--- src/sv/sfid_pkg.sv ---
// Package for the smallest-free identifier allocator.
// Holds sizes, the sequencer states, request codes and the find-first-set result type.
// Depends on nothing; every other file of the block imports it.
package sfid_pkg;

  localparam int MAX_ID = 1024;
  localparam int ID_W   = 11;
  localparam int WORD_W = 32;
  localparam int BIT_W  = $clog2(WORD_W);
  localparam int ROWS   = (MAX_ID + WORD_W - 1) / WORD_W;
  localparam int ROW_W  = (ROWS > 1) ? $clog2(ROWS) : 1;

  typedef logic [ID_W-1:0]   id_t;
  typedef logic [WORD_W-1:0] word_t;
  typedef logic [ROWS-1:0]   rowmask_t;
  typedef logic [ROW_W-1:0]  row_t;
  typedef logic [BIT_W-1:0]  bitpos_t;

  // Request codes carried by the req_type field.
  localparam logic REQ_ALLOC = 1'b0;
  localparam logic REQ_FREE  = 1'b1;

  typedef enum logic [2:0] {
    ST_IDLE,
    ST_SCAN,
    ST_TAKE,
    ST_MARK,
    ST_EMIT
  } state_t;

  // Result of the shared find-first-set unit.
  typedef struct packed {
    logic    found;
    bitpos_t pos;
  } ffs_res_t;

endpackage

--- src/sv/smallest_free_id_allocator.sv ---
// Smallest-free identifier allocator, top level; uses sfid_pkg and sfid_ffs.
// Allocate: a returned identifier goes via SCAN, TAKE, EMIT; a fresh one via SCAN, EMIT.
// Give-back: no result; it marks via accept, row read and row write, or is dropped if out of range.
// A new item is accepted only when idle, once the last is through; the find-first-set unit
// is shared, and a result held by the receiver keeps the block busy until taken.
// Synchronous active-low reset sets the counter to 1, clears row summary and row valid bits.
module smallest_free_id_allocator (
  input  logic            clk,
  input  logic            rst_n,
  input  logic            in_valid,
  output logic            in_stall,
  input  logic            in_req_type,
  input  sfid_pkg::id_t   in_num,
  output logic            out_valid,
  input  logic            out_stall,
  output sfid_pkg::id_t   out_ident,
  output logic            out_exhausted
);
  import sfid_pkg::*;

  state_t   state_r, state_nxt;
  id_t      next_fresh_r, next_fresh_nxt;
  rowmask_t summary_r, summary_nxt;
  rowmask_t row_valid_r, row_valid_nxt;
  logic     out_valid_r, out_valid_nxt;
  id_t      out_ident_r;
  logic     out_exhausted_r;
  id_t      res_ident_r, res_ident_nxt;
  logic     res_exh_r, res_exh_nxt;
  row_t     row_r, row_nxt;
  bitpos_t  bit_r, bit_nxt;
  logic     req_r;
  id_t      num_r;

  // Bitmap memory and its registered read port.
  word_t    mem [ROWS];
  word_t    rd_data_r;
  logic     rd_vld_r;
  logic     rd_en;
  row_t     rd_row;
  logic     wr_en;
  word_t    wr_word;

  word_t    rd_word;
  word_t    ffs_in;
  ffs_res_t ffs;
  id_t      free_idx;
  logic     free_ok;
  logic     out_load;

  sfid_ffs u_ffs (
    .vec (ffs_in),
    .res (ffs)
  );

  assign in_stall      = (state_r != ST_IDLE);
  assign out_valid     = out_valid_r;
  assign out_ident     = out_ident_r;
  assign out_exhausted = out_exhausted_r;

  // A row never written reads as all zeros.
  assign rd_word  = rd_vld_r ? rd_data_r : '0;
  assign ffs_in   = (state_r == ST_SCAN) ? word_t'(summary_r) : rd_word;
  assign free_idx = num_r - id_t'(1);
  assign free_ok  = (num_r != '0) && (num_r < next_fresh_r);
  assign out_load = (state_r == ST_EMIT) && (!out_valid_r || !out_stall);

  // Sequencer: next state, memory controls and result staging.
  always_comb begin
    state_nxt      = state_r;
    next_fresh_nxt = next_fresh_r;
    summary_nxt    = summary_r;
    row_valid_nxt  = row_valid_r;
    res_ident_nxt  = res_ident_r;
    res_exh_nxt    = res_exh_r;
    row_nxt        = row_r;
    bit_nxt        = bit_r;
    rd_en          = 1'b0;
    rd_row         = row_r;
    wr_en          = 1'b0;
    wr_word        = rd_word;
    out_valid_nxt  = out_valid_r && out_stall;

    case (state_r)
      ST_IDLE: begin
        if (in_valid) begin
          state_nxt = ST_SCAN;
        end
      end
      ST_SCAN: begin
        if (req_r == REQ_FREE) begin
          if (free_ok) begin
            rd_en     = 1'b1;
            rd_row    = free_idx[BIT_W +: ROW_W];
            row_nxt   = free_idx[BIT_W +: ROW_W];
            bit_nxt   = free_idx[BIT_W-1:0];
            state_nxt = ST_MARK;
          end else begin
            state_nxt = ST_IDLE;
          end
        end else if (ffs.found) begin
          rd_en     = 1'b1;
          rd_row    = row_t'(ffs.pos);
          row_nxt   = row_t'(ffs.pos);
          state_nxt = ST_TAKE;
        end else if (next_fresh_r > id_t'(MAX_ID)) begin
          res_ident_nxt = '0;
          res_exh_nxt   = 1'b1;
          state_nxt     = ST_EMIT;
        end else begin
          res_ident_nxt  = next_fresh_r;
          res_exh_nxt    = 1'b0;
          next_fresh_nxt = next_fresh_r + id_t'(1);
          state_nxt      = ST_EMIT;
        end
      end
      ST_TAKE: begin
        // Clear the lowest marked bit of the row and reissue that identifier.
        wr_en                = 1'b1;
        wr_word              = rd_word & ~(word_t'(1) << ffs.pos);
        row_valid_nxt[row_r] = 1'b1;
        summary_nxt[row_r]   = |wr_word;
        res_ident_nxt        = id_t'({row_r, ffs.pos}) + id_t'(1);
        res_exh_nxt          = 1'b0;
        state_nxt            = ST_EMIT;
      end
      ST_MARK: begin
        // Setting a bit that is already set leaves the row unchanged.
        wr_en                = 1'b1;
        wr_word              = rd_word | (word_t'(1) << bit_r);
        row_valid_nxt[row_r] = 1'b1;
        summary_nxt[row_r]   = 1'b1;
        state_nxt            = ST_IDLE;
      end
      ST_EMIT: begin
        if (out_load) begin
          out_valid_nxt = 1'b1;
          state_nxt     = ST_IDLE;
        end
      end
      default: begin
        state_nxt = ST_IDLE;
      end
    endcase
  end

  // Control state.
  always_ff @(posedge clk) begin
    if (!rst_n) begin
      state_r      <= ST_IDLE;
      next_fresh_r <= id_t'(1);
      summary_r    <= '0;
      row_valid_r  <= '0;
      out_valid_r  <= 1'b0;
    end else begin
      state_r      <= state_nxt;
      next_fresh_r <= next_fresh_nxt;
      summary_r    <= summary_nxt;
      row_valid_r  <= row_valid_nxt;
      out_valid_r  <= out_valid_nxt;
    end
  end

  // Payload registers.
  always_ff @(posedge clk) begin
    res_ident_r <= res_ident_nxt;
    res_exh_r   <= res_exh_nxt;
    row_r       <= row_nxt;
    bit_r       <= bit_nxt;
    if (in_valid && !in_stall) begin
      req_r <= in_req_type;
      num_r <= in_num;
    end
    if (out_load) begin
      out_ident_r     <= res_ident_r;
      out_exhausted_r <= res_exh_r;
    end
  end

  // Bitmap memory: one read and one write port, read data registered.
  always_ff @(posedge clk) begin
    if (rd_en) begin
      rd_data_r <= mem[rd_row];
      rd_vld_r  <= row_valid_r[rd_row];
    end
    if (wr_en) begin
      mem[row_r] <= wr_word;
    end
  end

  // The counter stays within 1 to MAX_ID + 1.
  a_fresh_range: assert property (@(posedge clk) disable iff (!rst_n)
    (next_fresh_r != '0) && (next_fresh_r <= id_t'(MAX_ID + 1)))
    else $error("identifier counter out of range");

  // A row flagged in the summary must have been written.
  a_summary_valid: assert property (@(posedge clk) disable iff (!rst_n)
    (summary_r & ~row_valid_r) == '0)
    else $error("summary marks a row never written");

  // A row picked from the summary holds at least one marked identifier.
  a_take_found: assert property (@(posedge clk) disable iff (!rst_n)
    (state_r == ST_TAKE) |-> ffs.found)
    else $error("summary and bitmap row disagree");

  // An exhausted result always carries identifier zero.
  a_exhausted_zero: assert property (@(posedge clk) disable iff (!rst_n)
    (out_valid_r && out_exhausted_r) |-> (out_ident_r == '0))
    else $error("exhausted result with non-zero identifier");

  // The counter only moves on the fresh allocate path.
  a_fresh_step: assert property (@(posedge clk) disable iff (!rst_n)
    (state_r != ST_SCAN) |=> $stable(next_fresh_r))
    else $error("identifier counter changed outside a fresh allocate");

endmodule

--- src/sv/sfid_ffs.sv ---
// Shared find-first-set unit of the smallest-free identifier allocator.
// Returns the position of the lowest set bit of one bitmap word.
// Depends on sfid_pkg.
module sfid_ffs (
  input  sfid_pkg::word_t    vec,
  output sfid_pkg::ffs_res_t res
);
  import sfid_pkg::*;

  // Priority encoder: the lowest set bit wins, so scan from the top down.
  always_comb begin
    res.found = |vec;
    res.pos   = '0;
    for (int i = WORD_W - 1; i >= 0; i--) begin
      if (vec[i]) begin
        res.pos = bitpos_t'(i);
      end
    end
  end

endmodule

--- config.mk ---
export PLATFORM = sky130hd
export DESIGN_NAME = smallest_free_id_allocator
export DESIGN_NICKNAME = d
export VERILOG_FILES = /design/src/sv/sfid_pkg.sv /design/src/sv/smallest_free_id_allocator.sv /design/src/sv/sfid_ffs.sv
export SDC_FILE = /design/constraint.sdc
export NUM_CORES = 2
export LEC_CHECK = 0
export BUFFER_PORTS_ARGS = -buffer_cell sky130_fd_sc_hd__buf_2
export CORE_MARGIN = 10
export CORE_UTILIZATION = 40
export DETAILED_ROUTE_END_ITERATION = 8
export GPL_TIMING_DRIVEN = 0
export HOLD_SLACK_MARGIN = 0.02
export PLACE_DENSITY = 0.65
export SLEW_MARGIN = 40
export SYNTH_ARGS = -nofsm -noshare
export SYNTH_HDL_FRONTEND = slang
export SYNTH_SLANG_ARGS = --single-unit
export TNS_END_PERCENT = 30
--- constraint.sdc ---
create_clock -name clk -period 11.5 [get_ports clk]
set_clock_uncertainty 0.2 [all_clocks]
set_input_delay 1.725 -clock clk [delete_from_list [all_inputs] [get_ports clk]]
set_output_delay 1.725 -clock clk [all_outputs]
set_load 0.01 [all_outputs]
=== Word-level counts from Yosys, hierarchy flattened ===
Memory sizes are Yosys's and may differ from the RTL's. A register that Yosys moved wholly into a read port is not among the register bits.
Index checks and enable logic that the tools add are counted.

* Output and inout bits: 14
* Input port bits: 16
* Bits in registers: 126
* RAM bits: 1024
* Memories kept: 1

* Equality and inequality tests: 8
* Order comparisons: 5
* Reductions and logical operators: 21
* Add/subtract/negate cells: 3
* Multiplexer cells: 68
* Shifts and indexed selects: 2
* Bitwise logic cells: 8

{| class="wikitable"
|+ Memories
! memory !! words !! bits a word !! read ports !! clocked after memory_dff !! write ports !! RTL line !! source
|-
| mem || 32 || 32 || 1 || 1 || 1 || smallest_free_id_allocator.sv:36 || <nowiki>word_t mem [ROWS];</nowiki>
|}

{| class="wikitable"
|+ Operators by type and width
! kind !! count
|-
| $mux W5 || 36
|-
| $pmux W32 S2 || 2
|-
| $or A32 B32 Y32 || 3
|-
| $mux W32 || 2
|-
| $reduce_or A32 Y1 || 2
|-
| $shl A1 B5 Y32 const A || 2
|-
| $mux W11 || 3
|-
| $and A32 B32 Y32 || 1
|-
| $bwmux W32 || 1
|-
| $not A32 Y32 || 1
|-
| $pmux W11 S2 || 1
|-
| $mux W1 || 14
|-
| $lt A5 B6 Y1 const B || 2
|-
| $mux W3 || 4
|-
| $pmux W3 S4 || 1
|-
| $add A10 B1 Y11 const B || 1
|-
| $add A11 B1 Y11 const B || 1
|-
| $gt A11 B11 Y1 const B || 1
|-
| $lt A11 B11 Y1 || 1
|-
| $reduce_bool A11 Y1 || 1
|-
| $sub A10 B1 Y10 const B || 1
|-
| $ne A2 B2 Y1 const B || 4
|-
| $eq A3 B2 Y1 const B || 2
|-
| $reduce_and A3 Y1 || 2
|-
| other kinds (17) || 26
|}

=== Longest topological paths before layout ===
* Word-level depth: 40
* Mapped depth: 20
* Gate-level depth less buffers: 16

=== Modules after synthesis ===
A second synthesis with hierarchy kept.

* Cells, all modules: 3634
* Area total of the unflattened synthesis: 48014.8 um^2

{| class="wikitable"
|+ Modules (own cells, without submodules)
! module !! cells each !! times used !! area an instance (um^2) !! sequential area each (um^2)
|-
| smallest_free_id_allocator || 3569 || 1 || 47629.4 || 34653.2
|-
| sfid_ffs || 65 || 1 || 385.4 || 0.0
|}

=== Worst setup path before layout ===
OpenSTA, ideal clock, no wires.

* Path type: register -> register
* Start point: reg num_r[5]
* End point: reg rd_data_r[30] (read register of mem), data pin
* Arrival time: 4219 ps
* Path slack: 6825 ps
* Data required time: 11045 ps
* Stages on the path, launching flop included: 15
* Cell sequence: edfxtp_1 ha_1 a21o_1 a2111oi_0 o21ai_1 and2_0 clkbuf_1 o21ai_2 o221ai_2 or4_1 clkbuf_1 clkbuf_1 o22ai_1 nor4_1 and3b_1

* Cells in the longest elaborated chain, start to end: 5

{| class="wikitable"
|+ RTL lines
! item !! RTL line !! source
|-
| start, declared || smallest_free_id_allocator.sv:33 || <nowiki>id_t num_r;</nowiki>
|-
| start signal, assigned || smallest_free_id_allocator.sv:172 || <nowiki>num_r <= in_num;</nowiki>
|-
| $lt A11 B11 Y1 / $reduce_bool A11 Y1 (equally long branches) || smallest_free_id_allocator.sv:65 || <nowiki>assign free_ok = (num_r != '0) && (num_r < next_fresh_r);</nowiki>
|-
| $logic_and A1 B1 Y1 * || smallest_free_id_allocator.sv:65 ||
|-
| $mux W1 * || smallest_free_id_allocator.sv:92 || <nowiki>if (free_ok) begin</nowiki>
|-
| $mux W1 * || smallest_free_id_allocator.sv:91 || <nowiki>if (req_r == REQ_FREE) begin</nowiki>
|-
| $mux W1 * || smallest_free_id_allocator.sv:84 || <nowiki>case (state_r)</nowiki>
|-
| named net rd_en || smallest_free_id_allocator.sv:39 || <nowiki>logic rd_en;</nowiki>
|-
| end, declared || smallest_free_id_allocator.sv:37 || <nowiki>word_t rd_data_r;</nowiki>
|}

The timed path passes the listed nets; every way through them passes the cells marked *.
A chain may end at the register's enable or synchronous reset.

=== Worst setup path after layout ===
* Start point: reg rd_data_r[24] (read register of mem)
* End point: reg rd_data_r[30] (read register of mem), data pin

{| class="wikitable"
|+ RTL lines
! item !! RTL line !! source
|-
| $mux W32 || smallest_free_id_allocator.sv:62 || <nowiki>assign rd_word = rd_vld_r ? rd_data_r : '0;</nowiki>
|-
| $mux W32 || smallest_free_id_allocator.sv:63 || <nowiki>assign ffs_in = (state_r == ST_SCAN) ? word_t'(summary_r) : rd_word;</nowiki>
|-
| $reduce_or A32 Y1 || sfid_ffs.sv:12 || <nowiki>res.found = |vec;</nowiki>
|-
| $mux W1 || smallest_free_id_allocator.sv:101 || <nowiki>end else if (ffs.found) begin</nowiki>
|-
| $mux W1 || smallest_free_id_allocator.sv:91 ||
|-
| $mux W1 || smallest_free_id_allocator.sv:84 ||
|-
| named net rd_en || smallest_free_id_allocator.sv:39 ||
|}

The timed path passes the listed nets, and every way through them passes these cells.

==> impl_results.md <==
* Async SR Flop Fraction at 0%
* Transition time of the tightest slew-check pin at 0.9614 ns
* WL/cell at 28.11 um
* Period minus WS final at 6.388 ns
* FF-to-FF Start: rd_data_r[24]$_DFFE_PP_
* Area share of the largest cell type after synthesis at roughly 69%
* Pre-CTS WS at between 5 and 6 ns
* CTS tree: yes
* Drt first pass iters at 6
* Cts hold-fix bufs at 0
* Via count at 30600
* Clk slew on worst S/H paths at 0.07 ns
* Max-cap violations at 0
* CTS buffer count at 114
* CP Data Arrival Time at about 6.8 ns
* DPL Wire Length at 100.5 mm
* Startpoint types: register
* Synth Net Count at ~3200
* Number of gates resized after cts at 0
* Synth Instances at 3137
* Crit path launch: rd_data_r[24]$_DFFE_PP_
* Vias in the first global route at 29720
* First-pass GRT wire length at about 210 mm
* Largest net degree at the start of global routing at 33
* Final period utilization at 55.55%
* Die height at about 370 um
* Mean post-synth cell area at 15.30 um2
* Synth Flop Type: edfxtp_1
* Finish-stage setup viols at 0
* Die Wd at between 300 and 400 um
* Final Max Slew Viols at 0
* Core Region at 119500 um2
* Slew margin rel. at 35.37%
* Total wire length at 143.2 mm
* CTS root buffer: clkbuf_16
* Detail Route Antenna Nets at 0
* VDD IR max at between 0.1 and 0.15 mV
* Final Hold Vio Count at 0
* Via density per instance at ~6
* Initial antenna violation count at 2
* Gr usage total at 20.58%
* Flops & latches, synth at approximately 1200
* P_leak at 18.45 nW
* Leading area contributor after synthesis: edfxtp_1
* Endpoint type of the worst setup path: register
* Input/output buffers at 28
* Area Growth Syn to Fin at 18.14%
* Fin cells at 5094
* Final setup TNS at 0 ns
* Post CTS Setup Buffer Count at 0
* Final nets at 3418
* Core Rows at between 100 and 150
* Layout cell share with drive strength beyond 1 at 23.84%
* Pwr Density at 208.8 nW/um2
* Mapped Area at 47990 um2
* Min-delay src: res_ident_r[5]$_DFFE_PP_
* Starting Density at 40.16%
* Reg2Reg Setup Slack at 5.11 ns
* Post-synth EDFFs at 1098
* Die area at 134200 um2
* I/O Pins at 30
* Diodes inserted at 0
* Fmax at ~0.16 GHz
* Sequential area share after synthesis at 72.20%
* Worst-skew pair later-pin latency at around 0.72 ns
* Yosys warns at 0
* Largest cells by area after synthesis: edfxtp_1, mux2_2, dfxtp_1
* Total gr overflow at 0
* Hold Path Class: reg -> reg
* Iter 0 DRT Violations at roughly 3800
* CTS sink cnt at 1182
* GP Congestion at 0.9528
* Status: complete, no violations
* WS Path Type: reg -> reg
* Yosys cell types at 79
* Critical Path RT at 11.86 ns
* CP Max Fanout at 13
* CTS H-tree depth at 3
* Clk buf depth at 3
* Worst setup margin at 5.112 ns
* DRC viols at 0
* RSZ-0062 raised after global routing: false
* Inst Count DP at 4880
[per-stage QoR]
step,hold slack [ns],util (%),power (mW),instance area [um2]
global route,0.2230,47.45,12.16,56700
CTS,0.2174,47.43,11.80,56680
finish,0.2179,47.45,11.84,56700
detailed placement,0.2045,44.45,8.240,53110
global placement,0.2030,41.97,8.021,50150
floorplan,0.2003,-,6.826,47990
[final timing paths]
kind,end,cells after the start
hold reg to reg,out_ident[5]$_DFFE_PP_,0
setup / recovery,rd_data_r[30]$_DFFE_PP_,16
setup reg to reg,rd_data_r[30]$_DFFE_PP_,16
hold / removal,out_ident[5]$_DFFE_PP_,0
[cells in the final DEF (no fill, tap or decap), types with 32 or more instances in the layout]
cell / count
a211o_1: 34
a21oi_1: 121
a221o_1: 34
a221oi_1: 33
a31oi_1: 74
and3_1: 76
and3b_1: 33
buf_16: 46
buf_2: 105
buf_8: 53
clkbuf_1: 136
clkbuf_16: 116
clkinv_1: 32
dfxtp_1: 84
edfxtp_1: 1098
inv_1: 37
mux2_2: 331
nand2_1: 193
nor2_1: 51
nor2_4: 33
o21a_1: 37
o21ai_0: 66
o22ai_1: 206
o31ai_1: 42
[cell type report]
class / count / area [um2]
Inverter: 41 / 153.9
Clock buffer: 147 / 3069
Buffer: 205 / 910.9
Fill cell: 10170 / 62790
Clock inverter: 67 / 495.5
Timing Repair Buffer: 131 / 2247
Tap cell: 1612 / 2017
Sequential cell: 1182 / 34650
Multi-Input combinational cell: 1709 / 13160
[critical path, stage by stage (launching register included)]
cell       delay [ns]
edfxtp_1         0.62
or4_1            0.66
o21ai_1          0.23
a32oi_2          0.17
o41ai_4          0.63
o21ai_4          0.18
buf_8            0.21
buf_16           0.17
a2bb2oi_1        0.17
o21ai_2          0.30
buf_2            0.42
buf_2            0.37
buf_2            0.52
mux2_2           0.26
o22ai_1          0.08
nor4_2           0.69
and3b_1          0.32
[power breakdown]
part,switching [mW],internal (mW)
clock,1.59,2.03
sequential,0.0932,4.95
combinational,2.11,1.07
total,3.79,8.05
[routing by layer]
layer,GRT usage (%),routed length (um)
met1,27.68,57870
met2,32.42,64990
met3,3.576,12870
met4,9.543,7466
met5,0,0
[synthesized netlist by cell type (16+ instances only)]
library cell  instances
clkbuf_1            115
inv_1                37
a221oi_1             33
dfxtp_1              84
nand3_1              27
o21ai_0              67
mux2_2              331
a221o_1              34
o21a_1               37
a22oi_1              26
o31ai_1              42
a21oi_1             136
xnor2_1              16
nand2_1             193
and3b_1              33
edfxtp_1           1098
buf_2                77
nor3_1               21
o22ai_1             206
ha_1                 18
nor2_1               87
a31oi_1              83
and3_1               76
nor4_1               51
a211o_1              34
[logic make-up (layout without fill, tap and decap cells)]
kind of cell	count (synthesis)	count (layout)	share of synthesized area (%)
XOR/XNOR	23	23	0.4197
buffers and inverters	246	591	2.205
adder cells (fa/ha/maj)	18	18	0.4693
AO/OA/AOI/OAI	768	768	10.78
multiplexers	333	333	7.808
AND/OR/NAND/NOR	567	567	6.116
flip-flops	1182	1182	72.20
[state kept, by name (all words and copies together), names as in the netlist]
name,count
bit_r,5
out_valid,1
next_fresh_r,11
rd_vld_r,1
state_r,3
rd_data_r,32
out_exhausted,1
row_r,5
res_exh_r,1
res_ident_r,11
row_valid_r,32
req_r,1
summary_r,32
mem,1024
out_ident,11
num_r,11
Note: power is estimated with default switching activity, not from simulation.
